File: config.mk
export PLATFORM = sky130hd
export DESIGN_NAME = rational_arithmetic_unit_top
export DESIGN_NICKNAME = d
export VERILOG_FILES = /design/src/sv/rau_pkg.sv /design/src/sv/rational_arithmetic_unit_top.sv /design/src/sv/rau_div.sv
export SDC_FILE = /design/constraint.sdc
export NUM_CORES = 2
export LEC_CHECK = 0
export BUFFER_PORTS_ARGS = -buffer_cell sky130_fd_sc_hd__buf_2
export CAP_MARGIN = 0
export CORE_MARGIN = 4
export CORE_UTILIZATION = 48
export DETAILED_ROUTE_END_ITERATION = 12
export PLACE_DENSITY = 0.7
export SYNTH_ARGS = -nofsm -noshare
export SYNTH_HDL_FRONTEND = slang
export SYNTH_SLANG_ARGS = --single-unit
File: constraint.sdc
create_clock -name clk -period 14.15 [get_ports clk]
set_input_delay 1.415 -clock clk [delete_from_list [all_inputs] [get_ports clk]]
set_output_delay 1.415 -clock clk [all_outputs]
set_load 0.01 [all_outputs]
File: src/sv/rau_pkg.sv
package rau_pkg;

    typedef logic [2:0] req_t;

    localparam req_t REQ_ADD = 3'd0;
    localparam req_t REQ_SUB = 3'd1;
    localparam req_t REQ_MUL = 3'd2;
    localparam req_t REQ_DIV = 3'd3;
    localparam req_t REQ_EQ  = 3'd4;

    // Status of the shared divider as seen by the sequencer.
    typedef struct packed {
        logic done;
        logic rem_zero;
    } rau_div_stat_t;

endpackage

File: src/sv/rational_arithmetic_unit_top.sv
// Rational fraction unit: add, subtract, multiply, divide or compare two
// signed fractions, with the result reduced by a truncating Euclid gcd.
// Input channel: in_valid/in_ready with req_type, a_num, a_den, b_num, b_den.
// Output channel: out_valid/out_ready with res_num, res_den, is_equal and
// zero_gcd_error. One result item follows every input item.
// One item is processed at a time; in_ready is high only while idle.
// Steps: products on the shared WIDTH x WIDTH multiplier, then the unreduced
// parts are formed. Each Euclid remainder step is issued to the bit-serial
// divider, and the two final quotients also come from that divider, with
// NW = 2*WIDTH+1. A zero unreduced denominator skips the remainder steps.
// A zero-gcd error skips the final quotients, an equality test goes to the
// output after the products, and an unused request code goes straight there.
// The result is held in an output register until out_ready is seen, and
// no new item is taken while it waits.
// Reset clears the sequencer and the divider; the block comes up idle.
module rational_arithmetic_unit_top #(
    parameter int WIDTH = 16
) (
    input  logic                      clk,
    input  logic                      rst_n,
    input  logic                      in_valid,
    output logic                      in_ready,
    input  rau_pkg::req_t             req_type,
    input  logic signed [WIDTH-1:0]   a_num,
    input  logic signed [WIDTH-1:0]   a_den,
    input  logic signed [WIDTH-1:0]   b_num,
    input  logic signed [WIDTH-1:0]   b_den,
    output logic                      out_valid,
    input  logic                      out_ready,
    output logic signed [2*WIDTH:0]   res_num,
    output logic signed [2*WIDTH-1:0] res_den,
    output logic                      is_equal,
    output logic                      zero_gcd_error
);
    import rau_pkg::*;

    localparam int NW = 2 * WIDTH + 1;
    localparam int PW = 2 * WIDTH;

    localparam logic [3:0] S_IDLE  = 4'd0;
    localparam logic [3:0] S_MUL0  = 4'd1;
    localparam logic [3:0] S_MUL1  = 4'd2;
    localparam logic [3:0] S_MUL2  = 4'd3;
    localparam logic [3:0] S_FORM  = 4'd4;
    localparam logic [3:0] S_GCD   = 4'd5;
    localparam logic [3:0] S_GWAIT = 4'd6;
    localparam logic [3:0] S_QN    = 4'd7;
    localparam logic [3:0] S_QD    = 4'd8;
    localparam logic [3:0] S_OUT   = 4'd9;

    logic [3:0] state_reg, state_next;

    req_t                  op_reg, op_next;
    logic signed [WIDTH-1:0] an_reg, an_next, ad_reg, ad_next;
    logic signed [WIDTH-1:0] bn_reg, bn_next, bd_reg, bd_next;
    logic signed [PW-1:0]  p_reg, p_next, q_reg, q_next;
    logic signed [NW-1:0]  n_reg, n_next, d_reg, d_next;
    logic signed [NW-1:0]  m_reg, m_next, b_reg, b_next, g_reg, g_next;
    logic signed [NW-1:0]  rn_reg, rn_next;
    logic signed [PW-1:0]  rd_reg, rd_next;
    logic                  eq_reg, eq_next, err_reg, err_next;

    logic signed [WIDTH-1:0] mul_a, mul_b;
    logic signed [PW-1:0]    product;
    logic signed [NW-1:0]    n_form;

    logic                  div_start;
    logic signed [NW-1:0]  div_a, div_b;
    logic signed [NW-1:0]  div_quo, div_rem;
    rau_div_stat_t         div_stat;

    rau_div #(
        .NW(NW)
    ) u_div (
        .clk       (clk),
        .rst_n     (rst_n),
        .start     (div_start),
        .dividend  (div_a),
        .divisor   (div_b),
        .quotient  (div_quo),
        .remainder (div_rem),
        .stat      (div_stat)
    );

    // Shared multiplier; the operand pair depends on the step and the request.
    always_comb
    begin
        unique case (state_reg)
            S_MUL0:
            begin
                mul_a = an_reg;
                mul_b = (op_reg == REQ_MUL) ? bn_reg : bd_reg;
            end
            S_MUL1:
            begin
                mul_a = bn_reg;
                mul_b = ad_reg;
            end
            default:
            begin
                mul_a = ad_reg;
                mul_b = (op_reg == REQ_DIV) ? bn_reg : bd_reg;
            end
        endcase
    end

    assign product = PW'(mul_a) * PW'(mul_b);

    always_comb
    begin
        unique case (op_reg)
            REQ_ADD: n_form = NW'(p_reg) + NW'(q_reg);
            REQ_SUB: n_form = NW'(p_reg) - NW'(q_reg);
            default: n_form = NW'(p_reg);
        endcase
    end

    always_comb
    begin
        state_next = state_reg;
        op_next    = op_reg;
        an_next    = an_reg;
        ad_next    = ad_reg;
        bn_next    = bn_reg;
        bd_next    = bd_reg;
        p_next     = p_reg;
        q_next     = q_reg;
        n_next     = n_reg;
        d_next     = d_reg;
        m_next     = m_reg;
        b_next     = b_reg;
        g_next     = g_reg;
        rn_next    = rn_reg;
        rd_next    = rd_reg;
        eq_next    = eq_reg;
        err_next   = err_reg;
        div_start  = 1'b0;
        div_a      = n_reg;
        div_b      = m_reg;

        unique case (state_reg)
            S_IDLE:
            begin
                if (in_valid)
                begin
                    op_next  = req_type;
                    an_next  = a_num;
                    ad_next  = a_den;
                    bn_next  = b_num;
                    bd_next  = b_den;
                    rn_next  = '0;
                    rd_next  = '0;
                    eq_next  = 1'b0;
                    err_next = 1'b0;
                    if (req_type > REQ_EQ)
                        state_next = S_OUT;
                    else
                        state_next = S_MUL0;
                end
            end
            S_MUL0:
            begin
                p_next     = product;
                state_next = S_MUL1;
            end
            S_MUL1:
            begin
                q_next     = product;
                state_next = S_MUL2;
            end
            S_MUL2:
            begin
                d_next     = NW'(product);
                state_next = S_FORM;
            end
            S_FORM:
            begin
                if (op_reg == REQ_EQ)
                begin
                    eq_next    = (p_reg == q_reg);
                    state_next = S_OUT;
                end
                else
                begin
                    n_next     = n_form;
                    m_next     = n_form;
                    b_next     = d_reg;
                    state_next = S_GCD;
                end
            end
            S_GCD:
            begin
                if (b_reg == '0)
                begin
                    g_next = m_reg;
                    if (m_reg == '0)
                    begin
                        err_next   = 1'b1;
                        state_next = S_OUT;
                    end
                    else
                    begin
                        div_start  = 1'b1;
                        div_a      = n_reg;
                        div_b      = m_reg;
                        state_next = S_QN;
                    end
                end
                else
                begin
                    div_start  = 1'b1;
                    div_a      = m_reg;
                    div_b      = b_reg;
                    state_next = S_GWAIT;
                end
            end
            S_GWAIT:
            begin
                if (div_stat.done)
                begin
                    m_next = b_reg;
                    b_next = div_rem;
                    // A zero remainder ends the loop with the current divisor as gcd.
                    if (div_stat.rem_zero)
                    begin
                        g_next     = b_reg;
                        div_start  = 1'b1;
                        div_a      = n_reg;
                        div_b      = b_reg;
                        state_next = S_QN;
                    end
                    else
                        state_next = S_GCD;
                end
            end
            S_QN:
            begin
                if (div_stat.done)
                begin
                    rn_next    = div_quo;
                    div_start  = 1'b1;
                    div_a      = d_reg;
                    div_b      = g_reg;
                    state_next = S_QD;
                end
            end
            S_QD:
            begin
                if (div_stat.done)
                begin
                    rd_next    = div_quo[PW-1:0];
                    state_next = S_OUT;
                end
            end
            S_OUT:
            begin
                if (out_ready)
                    state_next = S_IDLE;
            end
            default:
            begin
                state_next = S_IDLE;
            end
        endcase
    end

    always_ff @(posedge clk or negedge rst_n)
    begin
        if (!rst_n)
            state_reg <= S_IDLE;
        else
            state_reg <= state_next;
    end

    always_ff @(posedge clk)
    begin
        op_reg  <= op_next;
        an_reg  <= an_next;
        ad_reg  <= ad_next;
        bn_reg  <= bn_next;
        bd_reg  <= bd_next;
        p_reg   <= p_next;
        q_reg   <= q_next;
        n_reg   <= n_next;
        d_reg   <= d_next;
        m_reg   <= m_next;
        b_reg   <= b_next;
        g_reg   <= g_next;
        rn_reg  <= rn_next;
        rd_reg  <= rd_next;
        eq_reg  <= eq_next;
        err_reg <= err_next;
    end

    assign in_ready       = (state_reg == S_IDLE);
    assign out_valid      = (state_reg == S_OUT);
    assign res_num        = rn_reg;
    assign res_den        = rd_reg;
    assign is_equal       = eq_reg;
    assign zero_gcd_error = err_reg;

endmodule

File: src/sv/rau_div.sv
module rau_div #(
    parameter int NW = 33
) (
    input  logic                  clk,
    input  logic                  rst_n,
    input  logic                  start,
    input  logic signed [NW-1:0]  dividend,
    input  logic signed [NW-1:0]  divisor,
    output logic signed [NW-1:0]  quotient,
    output logic signed [NW-1:0]  remainder,
    output rau_pkg::rau_div_stat_t stat
);
    import rau_pkg::*;

    localparam int CW = $clog2(NW + 1);

    logic [NW-1:0] rem_reg, rem_next;
    logic [NW-1:0] quo_reg, quo_next;
    logic [NW-1:0] dvs_reg, dvs_next;
    logic [CW-1:0] cnt_reg, cnt_next;
    logic          busy_reg, busy_next;
    logic          done_reg, done_next;
    logic          quo_neg_reg, quo_neg_next;
    logic          rem_neg_reg, rem_neg_next;

    logic [NW:0]   shifted;
    logic [NW:0]   diff;
    logic [NW-1:0] dividend_mag;
    logic [NW-1:0] divisor_mag;

    assign dividend_mag = dividend[NW-1] ? NW'(-dividend) : NW'(dividend);
    assign divisor_mag  = divisor[NW-1]  ? NW'(-divisor)  : NW'(divisor);

    assign shifted = {rem_reg, quo_reg[NW-1]};
    assign diff    = shifted - {1'b0, dvs_reg};

    always_comb
    begin
        rem_next     = rem_reg;
        quo_next     = quo_reg;
        dvs_next     = dvs_reg;
        cnt_next     = cnt_reg;
        busy_next    = busy_reg;
        done_next    = 1'b0;
        quo_neg_next = quo_neg_reg;
        rem_neg_next = rem_neg_reg;
        if (start)
        begin
            rem_next     = '0;
            quo_next     = dividend_mag;
            dvs_next     = divisor_mag;
            cnt_next     = CW'(NW);
            busy_next    = 1'b1;
            quo_neg_next = dividend[NW-1] ^ divisor[NW-1];
            rem_neg_next = dividend[NW-1];
        end
        else if (busy_reg)
        begin
            // Restoring step: keep the trial difference when it does not borrow.
            if (!diff[NW])
            begin
                rem_next = diff[NW-1:0];
                quo_next = {quo_reg[NW-2:0], 1'b1};
            end
            else
            begin
                rem_next = shifted[NW-1:0];
                quo_next = {quo_reg[NW-2:0], 1'b0};
            end
            cnt_next = cnt_reg - CW'(1);
            if (cnt_reg == CW'(1))
            begin
                busy_next = 1'b0;
                done_next = 1'b1;
            end
        end
    end

    always_ff @(posedge clk or negedge rst_n)
    begin
        if (!rst_n)
        begin
            busy_reg <= 1'b0;
            done_reg <= 1'b0;
            cnt_reg  <= '0;
        end
        else
        begin
            busy_reg <= busy_next;
            done_reg <= done_next;
            cnt_reg  <= cnt_next;
        end
    end

    always_ff @(posedge clk)
    begin
        rem_reg     <= rem_next;
        quo_reg     <= quo_next;
        dvs_reg     <= dvs_next;
        quo_neg_reg <= quo_neg_next;
        rem_neg_reg <= rem_neg_next;
    end

    assign quotient      = quo_neg_reg ? $signed(NW'(-quo_reg)) : $signed(quo_reg);
    assign remainder     = rem_neg_reg ? $signed(NW'(-rem_reg)) : $signed(rem_reg);
    assign stat.done     = done_reg;
    assign stat.rem_zero = (rem_reg == '0);

endmodule

Word-level counts from Yosys, hierarchy flattened
Cells that the tools add are included.

operators by class
  add/subtract/negate cells = 8
  multipliers = 1
  $lt $le $gt $ge = 1
  equal/unequal tests = 25
  mux-type cells = 68
  bitwise logic cells = 2
  reduce and logical (&&, ||, !) cells = 21

operators with widths
  cell                count
  $mux 33             21
  $pmux 33 s2         6
  $neg 33->33         4
  $logic_not 33->1    3
  $pmux 33 s3         1
  $mux 32             3
  $pmux 16 s2         2
  $pmux 32 s2         1
  $pmux 4 s10         1
  $mux 4              9
  $sub 34x33->34      1
  $add 32x32->33      1
  $sub 32x32->33      1
  $eq 32x32->1        1
  $mul 16x16->32      1
  $mux 16             2
  $eq 4x3->1 const B  4
  $mux 1              16
  $reduce_bool 2->1   7
  $mux 6              2
  $ne 2x2->1 const B  6
  $reduce_and 3->1    4
  $eq 4x2->1 const B  2
  $eq 4x4->1 const B  2
  18 further kinds    25

storage, ports and cells
  bits in registers = 475
  bits of input ports = 71
  logic and storage cells = 152

Logic depth before layout (Yosys ltp)
  depth after elaboration = 6
  mapped depth = 34
  mapped depth without buffers = 31

Modules after synthesis
Synthesis repeated with hierarchy kept, for this count alone.

second synthesis, totals
  cell total of the unflattened synthesis = 3897
  area total of the unflattened synthesis = 37743.7 µm²

by module, submodules not included
  module                        instances  cells an instance  area each (µm²)
  rational_arithmetic_unit_top  1          2894               29075.4
  rau_div                       1          1003               8668.3

Worst setup path after synthesis
Ideal clock, no wire load.

  path type = reg-to-reg
  start point = register state_reg[0]
  end point = register, netlist name d_reg[31]
  setup time = 0.269 ns
  data arrival time = 8.806 ns
  data required time = 13.881 ns
  path slack = 5.075 ns
  stages on the path, launching flop included = 29
  period minus slack after synthesis = 9.075 ns
  cells stage by stage = dfrtp_1 clkbuf_1 nor4b_1 clkbuf_1 clkbuf_1 a211o_1 clkbuf_1 nand2_1 fa_1 fa_1 fa_1 inv_1 fa_1 fa_1 inv_1 fa_1 inv_1 ha_1 a21o_1 a21oi_1 o21bai_1 a21o_1 a221o_1 a221o_1 a211oi_1 o21ai_0 a31o_2 a21oi_1 xnor2_1

between the ends
  cells in the longest elaborated chain, start to end = 3
  elaborated cells between the ends (all ways) = 5
  classes of those cells = mul: 1; eq/ne: 2; mux: 2

RTL lines
  element                                          RTL line                             text
  from (decl)                                      rational_arithmetic_unit_top.sv:51   logic [3:0] state_reg, state_next;
  from (signal assigned)                           rational_arithmetic_unit_top.sv:272  state_reg <= state_next;
  $eq 4x2->1 / $eq 4x1->1 (equally long branches)  rational_arithmetic_unit_top.sv:88   unique case (state_reg)
  $pmux 16 s2                                      rational_arithmetic_unit_top.sv:88
  $mul 16x16->32 *                                 rational_arithmetic_unit_top.sv:107  assign product = PW'(mul_a) * PW'(mul_b);
  via product[31]                                  rational_arithmetic_unit_top.sv:64   logic signed [PW-1:0] product;

The timed path passes the listed nets; every way through them passes the cells marked *.
A chain may end at the register's enable or synchronous reset.

Worst setup path in the final report
  start point = register state_reg[0]
  end point = register p_reg[31] (data pin)

between the ends
  cells in the longest elaborated chain, start to end = 3
  elaborated cells between the ends (all ways) = 5
  classes of those cells = mul: 1; eq/ne: 2; mux: 2

RTL lines
  element                                          RTL line                             text
  $eq 4x2->1 / $eq 4x1->1 (equally long branches)  rational_arithmetic_unit_top.sv:88
  $pmux 16 s2                                      rational_arithmetic_unit_top.sv:88
  $mul 16x16->32 *                                 rational_arithmetic_unit_top.sv:107
  via product[31]                                  rational_arithmetic_unit_top.sv:64
  to (signal assigned)                             rational_arithmetic_unit_top.sv:282  p_reg <= p_next;
  to (decl)                                        rational_arithmetic_unit_top.sv:56   logic signed [PW-1:0] p_reg, p_next, q_reg, q_next;

Marks and branches as above.

==> run metrics <==
GP Congestion 0.983; Die X 287 um; Max Slew Vio Count 0; Post-CTS Setup Bufs 0; Reg clk slew, reported paths 70 ps; unrepaired setup endpoints after global routing false; Worst Hold Launch u_div.cnt_reg[5]; Critical Path Sink Type flop; hold path cells 2; crit path kind flop to flop; Worst slew margin 13.9%; Worst Clk Skew 51.7 ps; Gates resized, CTS repair 0; Synth Instances 3915; largest family of logic cells by synthesized area adder cells; detailed-route via count 28900; H-tree depth 2; vias in the first global route 28800; wire length per cell 20.7 um; clock sink count 475; Reg-to-Reg End p_reg[31]; Pre-antenna DRT Iters 6; core region area 77300 um2; period utilization 67.3%; crit path launch type flop; R2R Path Start state_reg[0]; Min-Delay Path Class flop to flop; worst skew pair latency 650 ps; final number of setup-violating endpoints 0; fraction of layout cells with a size suffix above 1 9.20%; num rows 102; r2r setup slk 4620 ps; FF+latch count, synth 475; cts hold-fix bufs 0; area growth from synthesis to layout 10.1%; fraction of registers with async set/reset 2.53%; post-synthesis mux area share 1.21%; sequential cell area fraction in the yosys report 37.1%; minimum clock period 9530 ps; Ant. Diodes 0; GR Util met2 43.3%; Slew @ Worst Pin 1280 ps; Starting Density 48.3%; Final Hold Vio Count 0; GR Layer Usage met3 2.79%; antenna violations before repair 0; delay-heaviest family, CP adder cells; largest stage delay on the critical path 750 ps; met1 usage 33.0%; Worst Reg2Reg Path Length in Cells 28; placed wire-length estimate 81200 um; clock tree buffer depth 3; Cell Area, Synth 37400 um2; status completed; largest net degree at the start of global routing 97; Compound-Gate Fraction of Synth Area 14.8%; WHS Endpoint u_div.cnt_reg[5]; GRT overflow 0; Ports 140; routed vias/inst 5.69; GRT Max-Usage Layer met2; Setup TNS 0 ps; Die H 287 um; post-synthesis area per instance 9.54 um2; crit path max-delay cell type a211oi_1; CTS tree built; first-pass GRT wire length 164000 um; # DRC 0; synth unique cells 88; Yosys Warn Count 0; Critical Path RT 14480 ps; overall global routing resource usage 25.4%; final wirelength 105000 um; number of synthesized flops with an enable pin 430; Adder-Cell Fraction of Synth Area 20.4%; CTS root buffer clkbuf_16; Die ar. 82300 um2; Mapped Nets 4437; Arr. time, crit path 9860 ps; f_max 105 MHz; CTS Buf Count 53; DRT iter0 DRCs 2465; CP bufs+invs 5; xor/xnor share of the synthesized area 4.99%; ys flop type edfxtp_1; Post-DRT Antenna Nets 0; Final #Nets 4509; CP max FO 18; # Max-Cap Violations 0; Port Buffer Count 139; simple-gate share of the synthesized area 15.4%
cells by family (layout without fill, tap and decap cells):
kind of cell	after synthesis	after routing
AOI/OAI and AO/OA	852	852
and+or+nand+nor	1276	1276
xor gates and xnor gates	213	213
adders and majority gates	451	451
muxes	44	44
DFF	475	475
buffers and inverters	604	720
final cells by class:
| class | count | area (um2) |
|---|---|---|
| inverter | 428 | 1610 |
| clock buffer | 60 | 1370 |
| fill | 7076 | 36200 |
| sequential | 475 | 13900 |
| timing repair buffer | 193 | 1100 |
| multi-input combinational | 2836 | 21300 |
| clock inverter | 39 | 563 |
| tap | 1040 | 1300 |
placed cells by master, fill, tap and decap left out, types with 46 or more instances in the layout:
| cell type | netlist | routed |
|---|---|---|
| xnor2_1 | 119 | 118 |
| buf_4 | 0 | 54 |
| ha_1 | 186 | 186 |
| nor2_1 | 422 | 418 |
| edfxtp_1 | 430 | 430 |
| clkbuf_16 | 0 | 53 |
| xor2_1 | 94 | 94 |
| inv_1 | 425 | 423 |
| o21ai_0 | 221 | 220 |
| buf_2 | 10 | 139 |
| fa_1 | 265 | 265 |
| nand3_1 | 46 | 46 |
| a21oi_1 | 219 | 218 |
| nand2_1 | 507 | 507 |
layer usage:
layer  wire length [um]  up-vias
li1                   -    13600
met1              43500    13900
met2              50200     1079
met3               6380      218
met4               5000        0
met5                  0        -
synthesized netlist by cell type, types with 13 or more instances:
cell / n / area (um2)
nand2_1: 507 / 1900
edfxtp_1: 430 / 12900
inv_1: 425 / 1600
nor2_1: 422 / 1580
fa_1: 265 / 5310
o21ai_0: 221 / 1110
a21oi_1: 219 / 1100
ha_1: 186 / 2330
clkbuf_1: 149 / 559
xnor2_1: 119 / 1040
xor2_1: 94 / 823
nand3_1: 46 / 230
nor3_1: 45 / 225
a21o_1: 43 / 323
nand2b_1: 43 / 269
a22oi_1: 38 / 285
and2_1: 36 / 225
a31oi_1: 35 / 219
mux2i_1: 35 / 350
o31ai_1: 35 / 263
dfxtp_1: 33 / 661
nor4_1: 28 / 175
o311ai_0: 28 / 245
a211oi_1: 26 / 195
and3_1: 20 / 125
a22o_1: 19 / 166
or3_1: 19 / 119
or2_2: 18 / 113
buf_1: 17 / 63.8
nand4_1: 16 / 100
o22ai_1: 15 / 93.8
nor2b_1: 14 / 87.6
o21a_1: 14 / 105
o21bai_1: 14 / 105
a21bo_2: 13 / 130
a221o_1: 13 / 130
nor3b_1: 13 / 97.6
metrics by stage:
| stage | area [um2] | hold slack [ps] | utilization, % | setup slack (ps) | instances |
|---|---|---|---|---|---|
| floorplan | 37400 | 484 | - | 5080 | 3915 |
| global placement | 39200 | 501 | 50.7 | 4910 | 4972 |
| detailed placement | 39200 | 509 | 50.7 | 4720 | 4972 |
| CTS | 41100 | 527 | 53.2 | 4680 | 5071 |
| global route | 41100 | 535 | 53.2 | 4130 | 5071 |
| finish | 41100 | 525 | 53.2 | 4620 | 5071 |
how the worst max path moves through the flow:
stage | startpoint | end | slack [ps] | depth (start not counted)
after global placement | state_reg[1] | d_reg[31] | 4910 | 28
after floorplan | state_reg[0] | d_reg[31] | 5080 | 28
final | state_reg[0] | p_reg[31] | 4620 | 28
after detailed placement | state_reg[1] | p_reg[31] | 4720 | 28
after global routing | state_reg[0] | q_reg[31] | 4130 | 28
after CTS | state_reg[1] | q_reg[31] | 4680 | 28
worst register-to-register path, delay by kind of cell, from the launching register on:
family | cells | cell delay, ps
AOI/OAI and AO/OA | 9 | 3040
and+or+nand+nor | 6 | 1970
DFF | 1 | 640
buffers and inverters | 5 | 370
adders and majority gates | 7 | 3090
xor gates and xnor gates | 1 | 130
Power is left out: the tool's default activity adds up to more than one toggle a clock period on the data nets, which glitch-free logic cannot reach.
